File: config.mk
export PLATFORM = sky130hd
export DESIGN_NAME = dihedral_check_digit_base58
export DESIGN_NICKNAME = d
export VERILOG_FILES = /design/src/hw/rtl/dcdb_pkg.sv /design/src/hw/rtl/dcdb_front.sv /design/src/hw/rtl/dcdb_queue.sv /design/src/hw/rtl/dcdb_back.sv /design/src/hw/rtl/dihedral_check_digit_base58.sv
export SDC_FILE = /design/constraint.sdc
export NUM_CORES = 1
export LEC_CHECK = 0
export ABC_AREA = 1
export BUFFER_PORTS_ARGS = -buffer_cell sky130_fd_sc_hd__buf_2
export CORE_MARGIN = 2
export CORE_UTILIZATION = 45
export DETAILED_ROUTE_END_ITERATION = 16
export PLACE_DENSITY_LB_ADDON = 0.12
export SKIP_CTS_REPAIR_TIMING = 1
export SLEW_MARGIN = 20
export SYNTH_ARGS = -nofsm -noshare
export SYNTH_HDL_FRONTEND = slang
export SYNTH_SLANG_ARGS = --single-unit
File: constraint.sdc
create_clock -name i_clk -period 17.2 [get_ports i_clk]
set_clock_uncertainty 0.05 [all_clocks]
set_input_delay 1.72 -clock i_clk [delete_from_list [all_inputs] [get_ports i_clk]]
set_output_delay 1.72 -clock i_clk [all_outputs]
set_load 0.02 [all_outputs]
File: src/hw/rtl/dcdb_pkg.sv
// ----------------------------------------------------------------------------
// dcdb_pkg
// Shared constants, permutation tables and item types for the dihedral
// check-symbol block.
// ----------------------------------------------------------------------------
`default_nettype none

package dcdb_pkg;

    localparam int ALPHABET_SIZE = 58;
    localparam int HALF_SIZE     = ALPHABET_SIZE / 2;
    localparam int GROUP_ORDER   = 2 * HALF_SIZE;
    localparam int POS_CYCLE     = 12;
    localparam int SYM_W         = 6;
    localparam int POS_W         = 4;
    localparam int TBL_ROWS      = 4;
    localparam int TBL_COLS      = 1 << SYM_W;
    localparam int Q_DEPTH       = 4;
    localparam int Q_AW          = 2;

    localparam logic [POS_W-1:0] POS_LAST = POS_W'(POS_CYCLE - 1);
    localparam logic [POS_W:0]   POS_WRAP = (POS_W + 1)'(POS_CYCLE);

    typedef struct packed {
        logic [SYM_W-1:0] sym;
        logic             last;
    } t_item;

    typedef struct packed {
        logic full;
        logic empty;
    } t_q_stat;

    function automatic int perm_once_f(int b);
        int r;
        if (b == 0) begin
            r = 0;
        end else if (b < HALF_SIZE) begin
            r = GROUP_ORDER - b;
        end else begin
            r = b - HALF_SIZE + 1;
        end
        return r;
    endfunction

    // rows 0..3: reduce the raw symbol and apply the permutation row times
    function automatic logic [TBL_ROWS*TBL_COLS*SYM_W-1:0] build_lo_tbl();
        logic [TBL_ROWS*TBL_COLS*SYM_W-1:0] t;
        int b;
        t = '0;
        for (int r = 0; r < TBL_ROWS; r++) begin
            for (int s = 0; s < TBL_COLS; s++) begin
                b = s % GROUP_ORDER;
                for (int k = 0; k < r; k++) begin
                    b = perm_once_f(b);
                end
                t[(r*TBL_COLS+s)*SYM_W +: SYM_W] = SYM_W'(b);
            end
        end
        return t;
    endfunction

    // rows 0..2: apply the permutation 4*row times, row 3 unused
    function automatic logic [TBL_ROWS*TBL_COLS*SYM_W-1:0] build_hi_tbl();
        logic [TBL_ROWS*TBL_COLS*SYM_W-1:0] t;
        int b;
        int n;
        t = '0;
        for (int r = 0; r < TBL_ROWS; r++) begin
            n = (r < 3) ? 4 * r : 0;
            for (int s = 0; s < TBL_COLS; s++) begin
                b = s % GROUP_ORDER;
                for (int k = 0; k < n; k++) begin
                    b = perm_once_f(b);
                end
                t[(r*TBL_COLS+s)*SYM_W +: SYM_W] = SYM_W'(b);
            end
        end
        return t;
    endfunction

    localparam logic [TBL_ROWS*TBL_COLS*SYM_W-1:0] PERM_LO_TBL = build_lo_tbl();
    localparam logic [TBL_ROWS*TBL_COLS*SYM_W-1:0] PERM_HI_TBL = build_hi_tbl();

endpackage

`default_nettype wire

File: src/hw/rtl/dcdb_front.sv
// ----------------------------------------------------------------------------
// dcdb_front
// Accepts symbols, tracks position and applies the position permutation in
// two registered table stages before handing items to the queue.
// ----------------------------------------------------------------------------
`default_nettype none

module dcdb_front
    import dcdb_pkg::*;
(
    input  wire logic             i_clk,
    input  wire logic             i_rst_n,
    input  wire logic             i_cfg_wr_en,
    input  wire logic             i_cfg_wr_data,
    input  wire logic             i_in_valid,
    output logic                  o_in_stall,
    input  wire logic [SYM_W-1:0] i_symbol,
    input  wire logic             i_last,
    output logic                  o_push,
    output t_item                 o_push_item,
    input  wire t_q_stat          i_q_stat
);

    logic             r_mode;
    logic [POS_W-1:0] r_pos;
    logic             r_v1;
    logic [SYM_W-1:0] r_s1_sym;
    logic [1:0]       r_s1_hi;
    logic             r_s1_last;
    logic             r_v2;
    t_item            r_s2;

    logic             move2;
    logic             load2;
    logic             adv1;
    logic             accept;
    logic [POS_W:0]   row_sum;
    logic [POS_W-1:0] row;
    logic [POS_W-1:0] n_pos;
    logic [SYM_W-1:0] lo_sym;
    logic [SYM_W-1:0] hi_sym;

    assign move2      = r_v2 && !i_q_stat.full;
    assign load2      = !r_v2 || move2;
    assign adv1       = r_v1 && load2;
    assign o_in_stall = r_v1 && !load2;
    assign accept     = i_in_valid && !o_in_stall;

    assign o_push      = move2;
    assign o_push_item = r_s2;

    always_comb begin
        row_sum = {1'b0, r_pos} + {{POS_W{1'b0}}, r_mode};
        if (row_sum >= POS_WRAP) begin
            row_sum = row_sum - POS_WRAP;
        end
        row = row_sum[POS_W-1:0];
        if (i_last || r_pos == POS_LAST) begin
            n_pos = '0;
        end else begin
            n_pos = r_pos + POS_W'(1);
        end
        lo_sym = PERM_LO_TBL[{row[1:0], i_symbol}*SYM_W +: SYM_W];
        hi_sym = PERM_HI_TBL[{r_s1_hi, r_s1_sym}*SYM_W +: SYM_W];
    end

    always_ff @(posedge i_clk) begin
        if (!i_rst_n) begin
            r_mode <= 1'b0;
            r_pos  <= '0;
            r_v1   <= 1'b0;
            r_v2   <= 1'b0;
        end else begin
            if (i_cfg_wr_en) begin
                r_mode <= i_cfg_wr_data;
            end
            if (accept) begin
                r_pos <= n_pos;
                r_v1  <= 1'b1;
            end else if (adv1) begin
                r_v1  <= 1'b0;
            end
            if (adv1) begin
                r_v2 <= 1'b1;
            end else if (move2) begin
                r_v2 <= 1'b0;
            end
        end
    end

    always_ff @(posedge i_clk) begin
        if (accept) begin
            r_s1_sym  <= lo_sym;
            r_s1_hi   <= row[3:2];
            r_s1_last <= i_last;
        end
        if (adv1) begin
            r_s2.sym  <= hi_sym;
            r_s2.last <= r_s1_last;
        end
    end

endmodule

`default_nettype wire

File: src/hw/rtl/dcdb_queue.sv
// ----------------------------------------------------------------------------
// dcdb_queue
// Short first-in first-out queue of permuted items between front and back.
// ----------------------------------------------------------------------------
`default_nettype none

module dcdb_queue
    import dcdb_pkg::*;
(
    input  wire logic  i_clk,
    input  wire logic  i_rst_n,
    input  wire logic  i_push,
    input  wire t_item i_push_item,
    input  wire logic  i_pop,
    output t_item      o_head,
    output t_q_stat    o_stat
);

    t_item           r_mem [Q_DEPTH];
    logic [Q_AW-1:0] r_wr;
    logic [Q_AW-1:0] r_rd;
    logic [Q_AW:0]   r_cnt;

    assign o_head       = r_mem[r_rd];
    assign o_stat.full  = (r_cnt == (Q_AW + 1)'(Q_DEPTH));
    assign o_stat.empty = (r_cnt == '0);

    always_ff @(posedge i_clk) begin
        if (!i_rst_n) begin
            r_wr  <= '0;
            r_rd  <= '0;
            r_cnt <= '0;
        end else begin
            if (i_push) begin
                r_wr <= r_wr + Q_AW'(1);
            end
            if (i_pop) begin
                r_rd <= r_rd + Q_AW'(1);
            end
            unique case ({i_push, i_pop})
                2'b10:   r_cnt <= r_cnt + (Q_AW + 1)'(1);
                2'b01:   r_cnt <= r_cnt - (Q_AW + 1)'(1);
                default: r_cnt <= r_cnt;
            endcase
        end
    end

    always_ff @(posedge i_clk) begin
        if (i_push) begin
            r_mem[r_wr] <= i_push_item;
        end
    end

endmodule

`default_nettype wire

File: src/hw/rtl/dcdb_back.sv
// ----------------------------------------------------------------------------
// dcdb_back
// Multiplies queued items into the dihedral accumulator and registers the
// check symbol and valid flag on the last symbol of a string.
// ----------------------------------------------------------------------------
`default_nettype none

module dcdb_back
    import dcdb_pkg::*;
(
    input  wire logic     i_clk,
    input  wire logic     i_rst_n,
    input  wire t_item    i_head,
    input  wire t_q_stat  i_q_stat,
    output logic          o_pop,
    output logic          o_out_valid,
    input  wire logic     i_out_stall,
    output logic [SYM_W-1:0] o_check_symbol,
    output logic          o_valid_res
);

    localparam logic [SYM_W:0] HALF  = (SYM_W + 1)'(HALF_SIZE);
    localparam logic [SYM_W:0] GROUP = (SYM_W + 1)'(GROUP_ORDER);

    function automatic logic [SYM_W:0] reflect(logic [SYM_W:0] b);
        logic [SYM_W:0] r;
        if (b == '0) begin
            r = HALF;
        end else if (b == HALF) begin
            r = '0;
        end else begin
            r = GROUP - b;
        end
        return r;
    endfunction

    function automatic logic [SYM_W-1:0] grp_mul(logic [SYM_W-1:0] a, logic [SYM_W-1:0] b);
        logic [SYM_W:0] steps;
        logic [SYM_W:0] bb;
        logic [SYM_W:0] base;
        logic [SYM_W:0] s;
        steps = {1'b0, a};
        bb    = {1'b0, b};
        base  = '0;
        if (steps >= HALF) begin
            steps = steps - HALF;
            bb    = reflect(bb);
        end
        if (bb >= HALF) begin
            base = HALF;
            bb   = bb - HALF;
        end
        s = bb + steps;
        if (s >= HALF) begin
            s = s - HALF;
        end
        return SYM_W'(base + s);
    endfunction

    logic [SYM_W-1:0] r_acc;
    logic             r_out_valid;
    logic [SYM_W-1:0] r_chk;
    logic             r_ok;

    logic             out_free;
    logic [SYM_W-1:0] prod;
    logic [SYM_W:0]   prod_w;
    logic [SYM_W-1:0] inv;

    assign out_free = !r_out_valid || !i_out_stall;
    assign o_pop    = !i_q_stat.empty && (!i_head.last || out_free);
    assign prod     = grp_mul(r_acc, i_head.sym);
    assign prod_w   = {1'b0, prod};

    always_comb begin
        if (prod_w >= HALF || prod == '0) begin
            inv = prod;
        end else begin
            inv = SYM_W'(HALF - prod_w);
        end
    end

    assign o_out_valid    = r_out_valid;
    assign o_check_symbol = r_chk;
    assign o_valid_res    = r_ok;

    always_ff @(posedge i_clk) begin
        if (!i_rst_n) begin
            r_acc       <= '0;
            r_out_valid <= 1'b0;
        end else begin
            if (o_pop) begin
                r_acc <= i_head.last ? '0 : prod;
            end
            if (o_pop && i_head.last) begin
                r_out_valid <= 1'b1;
            end else if (!i_out_stall) begin
                r_out_valid <= 1'b0;
            end
        end
    end

    always_ff @(posedge i_clk) begin
        if (o_pop && i_head.last) begin
            r_chk <= inv;
            r_ok  <= (prod == '0);
        end
    end

endmodule

`default_nettype wire

File: src/hw/rtl/dihedral_check_digit_base58.sv
// throughput: one symbol per cycle while the input is not stalled; the
//   four-entry queue absorbs output stalls
// reset: synchronous active-low; clears accumulator, position, mode, queue
//   and output valid
// ----------------------------------------------------------------------------
// dihedral_check_digit_base58
// Dihedral-group check symbol over a 58-symbol alphabet, top level.
// ----------------------------------------------------------------------------
`default_nettype none

module dihedral_check_digit_base58
    import dcdb_pkg::*;
(
    input  wire logic             i_clk,
    input  wire logic             i_rst_n,
    input  wire logic             i_cfg_wr_en,
    input  wire logic             i_cfg_wr_data,
    input  wire logic             i_in_valid,
    output logic                  o_in_stall,
    input  wire logic [SYM_W-1:0] i_symbol,
    input  wire logic             i_last,
    output logic                  o_out_valid,
    input  wire logic             i_out_stall,
    output logic [SYM_W-1:0]      o_check_symbol,
    output logic                  o_valid_res
);

    logic    push;
    t_item   push_item;
    logic    pop;
    t_item   head;
    t_q_stat q_stat;

    dcdb_front u_front (
        .i_clk         (i_clk),
        .i_rst_n       (i_rst_n),
        .i_cfg_wr_en   (i_cfg_wr_en),
        .i_cfg_wr_data (i_cfg_wr_data),
        .i_in_valid    (i_in_valid),
        .o_in_stall    (o_in_stall),
        .i_symbol      (i_symbol),
        .i_last        (i_last),
        .o_push        (push),
        .o_push_item   (push_item),
        .i_q_stat      (q_stat)
    );

    dcdb_queue u_queue (
        .i_clk       (i_clk),
        .i_rst_n     (i_rst_n),
        .i_push      (push),
        .i_push_item (push_item),
        .i_pop       (pop),
        .o_head      (head),
        .o_stat      (q_stat)
    );

    dcdb_back u_back (
        .i_clk          (i_clk),
        .i_rst_n        (i_rst_n),
        .i_head         (head),
        .i_q_stat       (q_stat),
        .o_pop          (pop),
        .o_out_valid    (o_out_valid),
        .i_out_stall    (i_out_stall),
        .o_check_symbol (o_check_symbol),
        .o_valid_res    (o_valid_res)
    );

endmodule

`default_nettype wire

After elaboration in Yosys (flattened, before gate mapping)
Memory sizes are Yosys's and may differ from the RTL's. A register that Yosys moved wholly into a read port is not among the register bits.
Cells that the tools add are included.
- add/subtract/negate cells: 14
- $mul: 2
- order comparisons: 5
- equal/unequal tests: 6
- shift-type cells: 2
- muxes and demuxes: 22
- reductions and logical operators: 25
- operators by type and width (cell ; count):
    1536-bit by 12-bit variable part select with 6-bit output, first input constant ; 2
    7-bit 2-to-1 mux ; 5
    8-bit by 2-bit multiplier with 10-bit output, second input constant ; 2
    6-bit 2-to-1 mux ; 3
    7-bit by 5-bit >= comparator with 1-bit output, second input constant ; 2
    6-bit by 5-bit >= comparator with 1-bit output, second input constant ; 2
    6-bit zero test ; 2
    1-bit zero test ; 8
    1-bit 2-to-1 mux ; 8
    4-bit 2-to-1 mux ; 2
    7-bit adder ; 1
    6-bit by 5-bit subtractor with 7-bit output, second input constant ; 1
    6-bit by 6-bit subtractor with 7-bit output, first input constant ; 1
    7-bit by 5-bit subtractor with 7-bit output, second input constant ; 1
    5-bit by 6-bit adder with 6-bit output ; 1
    6-bit by 5-bit == test with 1-bit output, second input constant ; 1
    1-bit logical AND ; 6
    3-bit one-hot mux with 2 select lines ; 1
    2-bit nonzero test ; 3
    5-bit by 6-bit subtractor with 6-bit output, first input constant ; 1
    6-bit by 5-bit subtractor with 6-bit output, second input constant ; 1
    4-bit by 1-bit adder with 5-bit output ; 1
    5-bit by 4-bit >= comparator with 1-bit output, second input constant ; 1
    1-bit logical OR ; 5
    other kinds (13) ; 15
- register bits: 44
- memory bits (writable): 28
- output and inout port bits: 9
- memories kept: 1
- memory list (memory ; depth ; bits a word ; rd ports ; clocked after Yosys merged registers in ; write ports ; line ; text):
    u_queue.r_mem ; 4 ; 7 ; 1 ; 1 ; 1 ; dcdb_queue.sv:19 ; t_item r_mem [Q_DEPTH];

Depth between registers and ports, before layout
Gate-level depths: netlist of the first run.
- depth after elaboration: 13
- gate-level depth with buffers: 49
- depth with buffers taken out: 48

Cells and area by module
From an unflattened synthesis of the first run, not the netlist that was laid out.
- cell total of the unflattened synthesis: 792
- area total of the unflattened synthesis: 5938.2 um2
- modules (own cells, without submodules) (module ; times used ; cells an instance ; area each (um2) ; sequential area each (um2)):
    dcdb_front ; 1 ; 372 ; 2387.3 ; 620.6
    dcdb_back ; 1 ; 296 ; 2065.7 ; 350.3
    dcdb_queue ; 1 ; 124 ; 1485.2 ; 1021.0

Worst setup path before layout of the first run
No wires, ideal clock.
- path type: reg-to-reg
- start point: register with a tool-made name
- end point: register u_back.r_chk[3], in the netlist u_back.o_check_symbol[3] (data pin)
- setup time: 0.252 ns
- data arrival time: 5.634 ns
- required time: 16.898 ns
- setup slack: 11.264 ns
- stages on the path, launching flop included: 42
- path through: dfxtp_1 -> inv_2 -> buf_6 -> nand2_1 -> nand3_1 -> nand2_2 -> inv_1 -> ha_1 -> nand2_1 -> nor2_1 -> nand2_1 -> nand3_1 -> nand2_1 -> inv_1 -> ha_1 -> nand3_1 -> nand3_4 -> o21ai_0 -> [6 not listed] -> nand2_1 -> a21oi_1 -> nand2_4 -> inv_2 -> or2_1 -> xor2_1 -> inv_1 -> ha_1 -> a21oi_1 -> o21bai_1 -> xnor2_1 -> inv_1 -> nor4_1 -> nand2_4 -> nand2_2 -> nor2_4 -> nand2_1 -> nand2_1
- RTL lines (item ; line ; text):
    end signal, assigned ; dcdb_back.sv:105 ; r_chk <= inv;
    end, declared ; dcdb_back.sv:62 ; logic [SYM_W-1:0] r_chk;

==> results.json, run 1 <==
{
  "yosysSeqAreaShare_pct": 34.8,
  "hold_path_class": "reg -> reg",
  "core_mm2": 0.0125,
  "grt_setup_unrepaired": "false",
  "root_buffer": "clkbuf_16",
  "initial_utilization_pct": 45.8,
  "ys_ff_latch": 74,
  "grt_pass1_wl_mm": 21.1,
  "final_cell_mix": "nand2_1 (134), inv_1 (111), nor2_1 (56)",
  "cap_violations": 0,
  "port_buffers": 21,
  "fp-row-count": 41,
  "yosys.area.top_type_share_pct": 26.7,
  "gr-total-overflow": 0,
  "cts_tree": "built",
  "synth_enable_flop_cells": 51,
  "vias": 4924,
  "cts_sinks": 74,
  "syn-cell-area_mm2": 0.00573,
  "synth_top_cell_by_area": "edfxtp_1",
  "syn-num-nets": 803,
  "path_class": "reg -> reg",
  "min_period_ns": 7.02,
  "critPathRequiredTime_ns": 17.23,
  "grt_start_max_net_pins": 22,
  "clock_path_buffers": 2,
  "n_antenna_cell": 0,
  "first_pass_iters": 5,
  "antenna_found_initial": 0,
  "drc": 0,
  "place_congestion": 0.959,
  "synthDistinctLibCells": 49,
  "viasPerCell": 5.26,
  "min_path_cells": 0,
  "hpwl_mm": 9.79,
  "ant_nets": 0,
  "drt-initial-drc-count": 278,
  "hold_violations": 0,
  "grt.total_usage_pct": 19.3,
  "synthArstFlopShare_pct": 0,
  "worstPathArrival_ns": 7.05,
  "io_pins": 22,
  "critPathTopFamily": "simple AND/OR/NAND/NOR gates",
  "cp_max_fo": 15,
  "period_share_pct": 40.8,
  "cp-end-kind": "flip-flop",
  "htree_levels": 3,
  "crit_buf_inv": 7,
  "drive_above_1_share_pct": 13.1,
  "critPathSlowestCell": "dfxtp_1",
  "die_h_um": 117,
  "slew_viol_final": 0,
  "tightest_slew_ns": 0.961,
  "clkLatencyLatePin_ns": 0.32,
  "cpMostUsedCell": "nand2_1",
  "area_delta_synth_final_pct": 9.42,
  "setup_violations": 0,
  "nNetsFinal": 819,
  "final_common_cell": "nand2_1",
  "cts.clk_slew.worst_paths_ns": 0.06,
  "wl_mm": 12.6,
  "status": "finished clean",
  "ff2ff_path_depth": 40,
  "ys.flop_type": "edfxtp_1",
  "path_depth": 40,
  "ys_warn_count": 0,
  "grt_pass1_vias": 4636,
  "max_clock_freq_mhz": 142,
  "slew_headroom_pct": 35.4,
  "slowest_delay_ns": 0.65,
  "detail_route.wl_per_cell_um": 13.5,
  "numCtsBuffers": 9,
  "die-width_um": 117,
  "synth_area_per_cell_um2": 7.71,
  "die_area_mm2": 0.0136,
  "synthTopCellsByArea": "edfxtp_1 (27%), ha_1 (9.8%), nand2_1 (8.8%)",
  "timing.setup.tns_ns": 0,
  "start_kind": "flip-flop",
  "synth_cells": 743
}
==> final timing paths <==
kind                                        start                       end  slack, ns
worst max-delay path                    flip-flop  u_back.o_check_symbol[3]      10.18
worst min-delay path            u_front.r_s1_last    u_front.o_push_item[0]       0.40
worst max register to register          flip-flop  u_back.o_check_symbol[3]      10.18
worst min register to register  u_front.r_s1_last    u_front.o_push_item[0]       0.40
==> area by class of cell <==
class / count / area, um^2
Fill cell: 1236 / 6250
Timing Repair Buffer: 21 / 105
Clock buffer: 9 / 225
Clock inverter: 7 / 83.8
Multi-Input combinational cell: 532 / 3190
Inverter: 121 / 454
Sequential cell: 74 / 1990
Tap cell: 172 / 215
==> cell usage after synthesis, drive strengths merged, types with 2 or more instances <==
master	count
a31oi	4
buf	5
o22ai	4
ha	45
clkbuf	11
o41ai	2
dfxtp	23
xor2	16
a21oi	49
nand4	9
nor3	8
inv	117
o211ai	12
o221ai	2
a22oi	2
nand2	166
clkinv	4
o21ai	51
o2111ai	3
o31ai	4
a211oi	2
xnor2	9
nand3	60
nor4	3
or2	4
a221oi	3
fa	2
nor2	64
edfxtp	51
==> registers in the layout (all words and copies together) (netlist names), 3 cells and up, named ones only <==
name                   flops
u_front.o_push_item        7
u_queue.r_cnt              3
u_back.o_check_symbol      6
u_back.r_acc               6
u_front.r_s1_sym           6
u_queue.r_mem             28
u_front.r_pos              4
==> layer usage <==
layer  track usage, %  share of wire [%]  vias to the layer above
li1                 -                  -                     2524
met1             25.3                 46                     2252
met2             33.4                 49                      130
met3             2.11                3.3                       18
met4             6.35                1.6                        0
met5                0                  0                        -
==> worst register-to-register path: cells and delay by family (launching register included) <==
kind | cells | cell delay (ns)
flip-flops | 1 | 0.65
AND/OR/NAND/NOR | 20 | 2.20
AO/OA/AOI/OAI | 6 | 1.31
adder cells (fa/ha/maj) | 4 | 1.22
buffers and inverters | 7 | 0.78
XOR/XNOR | 3 | 0.57
==> kinds of logic (layout without fill, tap and decap cells) <==
group                      after synthesis  after routing  share of synthesized area (%)
AOI/OAI and AO/OA                      144            144                           14.7
and+or+nand+nor                        316            316                           26.7
DFF                                     74             74                           34.8
xor gates and xnor gates                25             25                           3.82
buffers and inverters                  137            158                           9.50
adders and majority gates               47             47                           10.5
==> stage by stage <==
step | worst slack (ns) | hold slack (ns) | util (%) | instance area, um^2 | std cells
CTS | 10.23 | 0.402 | 50.1 | 6270 | 936
global placement | 10.57 | 0.382 | 47.6 | 5960 | 920
detailed placement | 10.28 | 0.387 | 47.6 | 5960 | 920
global route | 9.54 | 0.409 | 50.1 | 6270 | 936
floorplan | 11.26 | 0.350 | - | 5730 | 743
finish | 10.18 | 0.396 | 50.1 | 6270 | 936
Power of run 1 is left out: the tool's default activity adds up to more than one toggle a clock period on the data nets, which glitch-free logic cannot reach.
==> run 2: changes to the inputs <==
clock period = 6.9 ns   (was 17.2 ns; I/O delays follow)
==> run 2 against run 1 <==
Compared with the run above:
- core utilization increased by 0.56 points
- fmax increased by 11%
- critical path type unchanged
- critical endpoint is now u_back.o_check_symbol[2]
- setup slack got worse by 9.6 ns
==> results.json, run 2 (synthesis gave the netlist of run 1 again) <==
{
  "instances_no_fill": 938,
  "cts_tree": "built",
  "nFillCells": 1260,
  "period_share_pct": 91.4,
  "place_area_mm2": 0.00596,
  "die_area_mm2": 0.0136,
  "critPathRequiredTime_ns": 6.94,
  "initial_utilization_pct": 45.8,
  "worstPathArrival_ns": 6.34,
  "gr-total-overflow": 0,
  "hold_ws_ns": 0.385,
  "start_kind": "flip-flop",
  "clkLatencyLatePin_ns": 0.34,
  "final_area_mm2": 0.00634,
  "largest_reg_flops": 28,
  "cap_violations": 0,
  "first_pass_iters": 5,
  "antenna_found_initial": 0,
  "slew_viol_final": 0,
  "io_pins": 22,
  "cpMostUsedCell": "nand2_1",
  "dp_cells": 921,
  "core_mm2": 0.0125,
  "fp-row-count": 41,
  "ant_nets": 0,
  "cp-end-kind": "flip-flop",
  "status": "finished clean",
  "grt_start_max_net_pins": 22,
  "cts.clk_slew.worst_paths_ns": 0.06,
  "setup_violations": 0,
  "grt_pass1_wl_mm": 20.8,
  "drc": 0,
  "htree_levels": 3,
  "layout_setup_ws_ns": 0.593,
  "place_congestion": 0.947,
  "path_class": "reg -> reg",
  "grt_pass1_vias": 4557,
  "area_delta_synth_final_pct": 10.6,
  "drive_above_1_share_pct": 14.2,
  "clock_path_buffers": 2,
  "tightest_slew_ns": 0.981,
  "slew_headroom_pct": 34.0,
  "nNetsFinal": 821,
  "port_buffers": 21,
  "detail_route.wl_per_cell_um": 13.5,
  "max_clock_freq_mhz": 159,
  "final_common_cell": "nand2_1",
  "final_cell_mix": "nand2_1 (134), inv_1 (110), nor2_1 (55)",
  "grt.total_usage_pct": 19.1,
  "hpwl_mm": 9.70,
  "numCtsBuffers": 9,
  "cp_max_fo": 14,
  "cts_sinks": 74,
  "root_buffer": "clkbuf_16",
  "hold_violations": 0,
  "hold_path_class": "reg -> reg",
  "die_h_um": 117,
  "vias": 4991,
  "viasPerCell": 5.32,
  "critPathSlowestCell": "a221oi_1",
  "slowest_delay_ns": 0.40,
  "dpl_worst_slack_ns": 0.338,
  "n_antenna_cell": 0,
  "min_period_ns": 6.31,
  "top_register": "u_queue.r_mem",
  "wl_mm": 12.7,
  "die-width_um": 117,
  "drt-initial-drc-count": 300
}
-- run 2: changes by cell type in the layout (fill, tap and decap cells not counted), sizes merged --
| cell | previous run | this run |
|---|---|---|
| buf | 21 | 23 |
-- run 2: worst max-delay path: cells and delay by family, from the launching register on --
kind | cells | cell delay (ns)
AO/OA/AOI/OAI | 4 | 0.81
XOR/XNOR | 2 | 0.31
adder cells (fa/ha/maj) | 4 | 1.01
buffers and inverters | 8 | 0.68
flip-flops | 1 | 0.37
AND/OR/NAND/NOR | 27 | 2.85
-- run 2: final timing paths --
path	start	end	slack (ns)	cells past startpoint
worst max-delay path	flip-flop	u_back.o_check_symbol[2]	0.59	45
worst min register to register	u_front.r_s1_last	u_front.o_push_item[0]	0.38	0
worst min-delay path	u_front.r_s1_last	u_front.o_push_item[0]	0.38	0
worst max register to register	flip-flop	u_back.o_check_symbol[2]	0.59	45
-- run 2: final cells by class --
| cell class | count | area (um^2) | share of cell area [%] |
|---|---|---|---|
| well taps | 172 | 215 | 3.40 |
| flip-flops and latches | 74 | 1990 | 31.5 |
| clock inverters | 7 | 83.8 | 1.32 |
| repair buffers | 23 | 124 | 1.95 |
| inverters | 121 | 454 | 7.17 |
| clock buffers | 9 | 225 | 3.55 |
| multi-input cells | 532 | 3240 | 51.1 |
-- run 2: through the flow --
stage          TNS (ns)  util [%]
2_1_floorplan         0         -
6_report              0      50.6
4_1_cts               0      50.1
3_5_place_dp          0      47.7
3_3_place_gp          0      47.7
5_1_grt         -0.0528      50.6
-- run 2: layer usage --
layer	routed length [um]	track usage, %	vias to the layer above
met5	0	0	-
met4	237	6.90	0
met3	614	3.04	20
met2	6170	32.4	138
met1	5660	24.7	2311
li1	-	-	2522
Power of run 2 is left out for the same reason.
